### src/design/emb_pkg.sv
// Shared constants, command codes and dictionary interface types for the macro expander.
`timescale 1ns / 1ps
`default_nettype none

package emb_pkg;

    localparam int ENTRIES       = 64;
    localparam int MAX_MACRO_LEN = 32;

    localparam int ENTRY_W     = (ENTRIES > 1) ? $clog2(ENTRIES) : 1;
    localparam int STORE_DEPTH = ENTRIES * MAX_MACRO_LEN;
    localparam int ADDR_W      = (STORE_DEPTH > 1) ? $clog2(STORE_DEPTH) : 1;
    localparam int LEN_W       = $clog2(MAX_MACRO_LEN + 1);
    localparam int COUNT_W     = 9;
    localparam int PADDR_W     = 2;

    localparam logic [7:0] ESCAPE_BYTE = 8'hC0;

    localparam logic [1:0] CMD_STREAM     = 2'd0;
    localparam logic [1:0] CMD_WRITE_BYTE = 2'd1;
    localparam logic [1:0] CMD_SET_LEN    = 2'd2;

    localparam logic [PADDR_W-1:0] ADDR_MACRO_COUNT = PADDR_W'(0);

    typedef struct packed {
        logic              byte_we;
        logic [ADDR_W-1:0] byte_waddr;
        logic [7:0]        byte_wdata;
        logic              byte_re;
        logic [ADDR_W-1:0] byte_raddr;
        logic              len_we;
        logic [ENTRY_W-1:0] len_waddr;
        logic [LEN_W-1:0]  len_wdata;
        logic              len_re;
        logic [ENTRY_W-1:0] len_raddr;
    } dict_req_t;

    typedef struct packed {
        logic [7:0]       byte_rd;
        logic [LEN_W-1:0] len_rd;
        logic             valid_rd;
    } dict_rsp_t;

endpackage

`default_nettype wire

### src/design/emb_seq.sv
// Sequencer: decodes items, resolves escapes and streams macro bytes to the output register.
`timescale 1ns / 1ps
`default_nettype none

module emb_seq
    import emb_pkg::*;
(
    input  wire logic               clk,
    input  wire logic               rst_n,
    input  wire logic [COUNT_W-1:0] macro_count,
    input  wire logic               in_valid,
    output logic                    in_stall,
    input  wire logic [1:0]         cmd,
    input  wire logic [7:0]         data_byte,
    input  wire logic [5:0]         entry,
    input  wire logic [4:0]         position,
    input  wire logic [5:0]         length,
    input  wire logic               last,
    output logic                    out_valid,
    input  wire logic               out_stall,
    output logic [7:0]              out_byte,
    output logic                    run_last,
    output dict_req_t               req,
    input  wire dict_rsp_t          rsp
);

    typedef enum logic [2:0] {
        S_IDLE,
        S_DECIDE,
        S_RD,
        S_EMIT,
        S_ESC,
        S_PLAIN
    } state_t;

    state_t           state_reg, state_next;
    logic             pending_reg, pending_next;
    logic [7:0]       byte_reg, byte_next;
    logic             last_reg, last_next;
    logic [LEN_W-1:0] k_reg, k_next;
    logic [LEN_W-1:0] len_reg, len_next;
    logic             out_valid_reg, out_valid_next;
    logic [7:0]       out_byte_reg, out_byte_next;
    logic             run_last_reg, run_last_next;

    logic             out_free;
    logic             plain_pends;
    logic             hit;
    logic [LEN_W-1:0] k_inc;
    logic             entry_ok;

    assign out_free    = !out_valid_reg || !out_stall;
    assign plain_pends = (byte_reg == ESCAPE_BYTE) && !last_reg;
    assign hit         = ({1'b0, byte_reg} < macro_count) && (int'(byte_reg) < ENTRIES)
                         && rsp.valid_rd;
    assign k_inc       = k_reg + LEN_W'(1);
    assign entry_ok    = int'(entry) < ENTRIES;

    always_comb
    begin
        state_next     = state_reg;
        pending_next   = pending_reg;
        byte_next      = byte_reg;
        last_next      = last_reg;
        k_next         = k_reg;
        len_next       = len_reg;
        out_valid_next = out_valid_reg && out_stall;
        out_byte_next  = out_byte_reg;
        run_last_next  = run_last_reg;

        req            = '0;
        req.byte_waddr = ADDR_W'(int'(entry) * MAX_MACRO_LEN + int'(position));
        req.byte_wdata = data_byte;
        req.len_waddr  = ENTRY_W'(entry);
        req.len_wdata  = (int'(length) > MAX_MACRO_LEN) ? LEN_W'(MAX_MACRO_LEN)
                                                        : LEN_W'(length);
        req.len_raddr  = ENTRY_W'(data_byte);
        req.byte_raddr = ADDR_W'(int'(byte_reg) * MAX_MACRO_LEN + int'(k_reg));

        unique case (state_reg)
            S_IDLE:
            begin
                if (in_valid)
                begin
                    unique case (cmd)
                        CMD_WRITE_BYTE:
                        begin
                            req.byte_we = entry_ok && (int'(position) < MAX_MACRO_LEN);
                        end
                        CMD_SET_LEN:
                        begin
                            req.len_we = entry_ok;
                        end
                        CMD_STREAM:
                        begin
                            byte_next  = data_byte;
                            last_next  = last;
                            req.len_re = 1'b1;
                            state_next = S_DECIDE;
                        end
                        default:
                        begin
                        end
                    endcase
                end
            end
            S_DECIDE:
            begin
                if (pending_reg && hit)
                begin
                    pending_next = 1'b0;
                    len_next     = rsp.len_rd;
                    k_next       = '0;
                    state_next   = (rsp.len_rd == '0) ? S_IDLE : S_RD;
                end
                else if (pending_reg)
                begin
                    state_next = S_ESC;
                end
                else if (plain_pends)
                begin
                    pending_next = 1'b1;
                    state_next   = S_IDLE;
                end
                else
                begin
                    state_next = S_PLAIN;
                end
            end
            S_RD:
            begin
                req.byte_re = 1'b1;
                state_next  = S_EMIT;
            end
            S_EMIT:
            begin
                if (out_free)
                begin
                    out_valid_next = 1'b1;
                    out_byte_next  = rsp.byte_rd;
                    run_last_next  = (k_inc == len_reg);
                    k_next         = k_inc;
                    state_next     = (k_inc == len_reg) ? S_IDLE : S_RD;
                end
            end
            S_ESC:
            begin
                if (out_free)
                begin
                    out_valid_next = 1'b1;
                    out_byte_next  = ESCAPE_BYTE;
                    run_last_next  = plain_pends;
                    // index byte is itself an escape: it stays pending
                    state_next     = plain_pends ? S_IDLE : S_PLAIN;
                end
            end
            S_PLAIN:
            begin
                if (out_free)
                begin
                    out_valid_next = 1'b1;
                    out_byte_next  = byte_reg;
                    run_last_next  = 1'b1;
                    pending_next   = 1'b0;
                    state_next     = S_IDLE;
                end
            end
            default:
            begin
                state_next = S_IDLE;
            end
        endcase
    end

    always_ff @(posedge clk or negedge rst_n)
    begin
        if (!rst_n)
        begin
            state_reg     <= S_IDLE;
            pending_reg   <= 1'b0;
            out_valid_reg <= 1'b0;
            byte_reg      <= '0;
            last_reg      <= 1'b0;
            k_reg         <= '0;
            len_reg       <= '0;
            out_byte_reg  <= '0;
            run_last_reg  <= 1'b0;
        end
        else
        begin
            state_reg     <= state_next;
            pending_reg   <= pending_next;
            out_valid_reg <= out_valid_next;
            byte_reg      <= byte_next;
            last_reg      <= last_next;
            k_reg         <= k_next;
            len_reg       <= len_next;
            out_byte_reg  <= out_byte_next;
            run_last_reg  <= run_last_next;
        end
    end

    assign in_stall  = (state_reg != S_IDLE);
    assign out_valid = out_valid_reg;
    assign out_byte  = out_byte_reg;
    assign run_last  = run_last_reg;

endmodule

`default_nettype wire

### config.mk
export PLATFORM = sky130hd
export DESIGN_NAME = emb_seq
export DESIGN_NICKNAME = d
export VERILOG_FILES = /design/src/design/emb_pkg.sv /design/src/design/emb_seq.sv
export SDC_FILE = /design/constraint.sdc
export NUM_CORES = 1
export LEC_CHECK = 0
export BUFFER_PORTS_ARGS = -buffer_cell sky130_fd_sc_hd__buf_2
export CORE_MARGIN = 3
export CORE_UTILIZATION = 50
export CTS_CLUSTER_DIAMETER = 150
export DETAILED_ROUTE_END_ITERATION = 16
export HOLD_SLACK_MARGIN = 0.1
export PLACE_DENSITY = 0.86
export SYNTH_ARGS = -nofsm -noshare
export SYNTH_HDL_FRONTEND = slang
export SYNTH_SLANG_ARGS = --single-unit
### constraint.sdc
create_clock -name clk -period 6.3 [get_ports clk]
set_clock_uncertainty 0.15 [all_clocks]
set_input_delay 0.945 -clock clk [delete_from_list [all_inputs] [get_ports clk]]
set_output_delay 0.945 -clock clk [all_outputs]
set_load 0.02 [all_outputs]
# == Yosys cells after proc, flatten, opt, wreduce, memory -nomap -nowiden ==
# Index checks and enable logic that the tools add are counted.
# totals
regBits,35
latch_bits,0
mem_bits_rw,0
romBits,0
inputBits,56
output_inout_bits,63
wordCells,93
mem_count,0
# op_classes
n_addsub,3
multipliers,0
div,0
order_cmp,3
n_eq_ne,15
shift,0
n_mux,40
bitwise_logic,0
reduce_logical,23
# ops
op,n
$mux W3,8
$mux W8,3
$pmux W8 S3,1
$mux W1,19
$mux W6,3
$pmux W3 S6,1
$pmux W6 S2,1
$add A11 B5 Y11,1
$add A11 B6 Y11,1
$ne A2 B2 Y1 const B,5
$lt A8 B9 Y1,1
$eq A8 B8 Y1 const B,1
$lt A8 B7 Y1 const B,1
$add A6 B1 Y6 const B,1
$eq A3 B2 Y1 const B,2
$eq A3 B3 Y1 const B,2
$eq A6 B6 Y1,1
$gt A6 B6 Y1 const B,1
$logic_not A6 Y1,1
$reduce_and A3 Y1,2
$reduce_bool A3 Y1,2
$logic_and A1 B1 Y1,5
$reduce_and A5 Y1,1
$mux W2,2
other kinds (14),18

# == Longest topological paths before layout ==
# logic_depth
word_depth,6
ltp_mapped,9
ltp_nobuf,8

# == Least setup slack after synthesis ==
# OpenSTA, ideal clock, no wires.
# synth_timing
path_type,input-to-output
from,input in_valid
to,output req[51] (netlist name)
t_arrival_ps,1549
setup_slack_ps,3656
path_stages,2
n_path_buf,0
path_cell_list,nand2_1 > nor3b_1
# synth_lines
element,line_no,text
from (decl),emb_seq.sv:11,"input wire logic in_valid,"
to (decl),emb_seq.sv:23,"output dict_req_t req,"

==> impl_metrics.yaml <==
global_route:
  grt_usage_pct: 19.4
  grt.overflow.total: 0
  grt_start_max_net_pins: 36
  antenna_found_initial: 0
  grt_pass1_wl_um: 8580
  grt_pass1_vias: 1891
floorplanning:
  fp.dieArea_um2: 5690
  fp.dieH_um: 75.5
  fp-row-count: 24
  fp.dieW_um: 75.5
  core_region_area_um2: 4500
  start_util_pct: 53.6
  ios: 119
clocking:
  cts_resized: 0
  htree_levels: 2
  cts_tree: "built"
  cts_buffers: 5
  clock_latency_ps: 290
  cts.sinks: 35
  cts_root_buffer: "clkbuf_8"
  cts_setup_buffers: 0
  clk_pin_slew_ps: 70
  cts_hold_buf: 0
  clock_path_buffers: 2
layout:
  regArea_um2: 876
  finalNetCount: 402
  fin_area_um2: 2730
  antennaDiodeCount: 0
  nFillCells: 407
  layout-area-overhead-vs-synth_pct: 13.0
  drive_gt1_share_pct: 32.0
  multi_input_area_um2: 1170
  fin_util_pct: 60.5
  final_cell_count_no_fill: 389
routing:
  vias_per_cell: 5.42
  first_iter_violations: 162
  route.detailed.drc: 0
  routedWlPerCell_um: 13.9
  wl_um: 5400
  ant_nets: 0
  vias: 2109
  dr.pass1.iters: 4
placed_design:
  hpwlAfterDp_um: 4260
  post-place-ws_ps: 3320
  io_buffer_count: 90
  placed_area_um2: 2610
  place_congestion: 0.884
  dp.cells: 381
timing:
  rsz0062_at_grt: "no"
  timing.setup.tns_ps: 0
  report.final.setup_viol: 0
  max_freq_ghz: 0.324
  setup_ws_ps: 3210
  fin_crit_ps: 3090
  worst_pin_slew_ps: 745
  slew_headroom_pct: 50.3
  hold_viol: 0
  min_period_over_period_pct: 49.0
  timing.final.max_slew_violations: 0
synthesis:
  synth_area_leaders: "dfrtp_1, buf_4, nand2_1"
  synth.cells.most_frequent: "nand2_1, buf_4, dfrtp_1"
  syn_nets: 350
  yosys_warnings: 0
  synth_top_family_by_area: "simple AND/OR/NAND/NOR gates"
  yosysTopAreaCell: "dfrtp_1"
  synth_compound_area_share_pct: 12.4
  ys_types: 44
  synth-adder-area-share_pct: 5.19
  synth_edf_count: 0
  syn-instance-count: 284
  synthMuxAreaShare_pct: 2.80
  syn-cell-area_um2: 2410
  yosys_most_used_dff: "dfrtp_1"
  synth_top_area_share_pct: 36.3
  synth.most_common_cell: "nand2_1"
  synthSimpleGateAreaFrac_pct: 23.8
  ys_seq_area_share_pct: 36.3
  post_synth_xor_area_fraction_pct: 4.36
  async_flop_share_pct: 100
  avgSynthCellArea_um2: 8.49
  ys_ff_latch: 35
hold_path:
  hold_end: "out_byte[3]"
  hold_class: "reg -> reg"
  holdPathStages: 2
  hp-start: "out_byte[3]"
outcome:
  status: "finished clean"
setup_path:
  r2r-end: "len_reg[2]"
  arrival_ps: 1990
  worstSetupPathType: "reg -> out"
  cp.required_ps: 5200
  worstSetupStartpointType: "flip-flop"
  worstReg2RegStart: "byte_reg[2]"
  path_max_fanout: 13
  cp-end-kind: "output port"
  reg2reg_depth: 6
  reg2reg_slack_ps: 3930
power_and_ir_drop:
  powerDensity_nw_per_um2: 463
  leakagePower_nw: 1.44
  peakVddDrop_mv: 0.203
flow_run:
  max-cap-violations: 0
==> logic make-up after synthesis <==
kind of cell | count (synthesis)
AOI/OAI and AO/OA | 48
xor gates and xnor gates | 12
adders and majority gates | 10
buffers and inverters | 57
DFF | 35
muxes | 6
and+or+nand+nor | 116
==> cell usage in the layout, fill, tap and decap left out, types with 2 or more instances in the layout <==
cell type / synthesis / routed
a21o_1: 2 / 2
a21oi_1: 7 / 7
a22oi_1: 6 / 6
a31oi_1: 2 / 2
and2_1: 3 / 3
buf_2: 4 / 90
clkbuf_8: 0 / 6
dfrtp_1: 35 / 35
ha_1: 10 / 10
inv_1: 11 / 11
mux2_2: 6 / 6
nand2_1: 49 / 49
nand2b_1: 2 / 2
nand3_1: 20 / 20
nand4_1: 2 / 2
nor2_1: 9 / 9
nor2b_1: 9 / 9
nor3_1: 5 / 5
nor3b_1: 5 / 5
o21ai_0: 18 / 18
o22ai_1: 3 / 3
or4_1: 5 / 5
xnor2_1: 6 / 6
xor2_1: 6 / 6
==> worst max-delay path by stage <==
stage / from / end / depth (start not counted)
after floorplan: in_valid / req[51] / 2
after global placement: cmd[1] / req[6] / 5
after detailed placement: cmd[1] / req[6] / 5
after CTS: state_reg[2] / req[6] / 4
after global routing: state_reg[2] / req[6] / 4
final: state_reg[2] / req[6] / 4
==> where the power goes <==
| part | switching (mW) | internal [mW] |
|---|---|---|
| Sequential | 0.132 | 0.328 |
| Combinational | 0.346 | 0.245 |
| Clock | 0.0826 | 0.128 |
==> worst max-delay path, stage by stage, from the launching register on <==
cell      delay, ps
dfrtp_1         510
nor3_1          450
nand3_2         300
clkinv_1        240
buf_2           200
==> metrics by stage <==
step           total power, mW  hold slack, ps
6_report                  1.26             322
5_1_grt                   1.36             357
4_1_cts                   1.27             333
3_5_place_dp              1.05             316
3_3_place_gp              1.03             307
2_1_floorplan            0.923             297
==> routing by layer <==
| layer | track usage [%] | vias up | part of all wire, % |
|---|---|---|---|
| met3 | 3.83 | 10 | 6.9 |
| met2 | 32.1 | 66 | 50 |
| li1 | - | 1053 | - |
| met4 | 6.41 | 0 | 1.3 |
| met5 | 0 | - | 0 |
| met1 | 25.5 | 980 | 42 |
==> cell type report <==
type / instances / share of cell area [%]
Inverter: 12 / 1.65
Clock buffer: 6 / 3.03
Clock inverter: 2 / 1.29
Tap cell: 52 / 2.39
Timing Repair Buffer: 90 / 16.5
Sequential cell: 35 / 32.1
Multi-Input combinational cell: 192 / 43.0
Power figures use the tool's default switching activity.
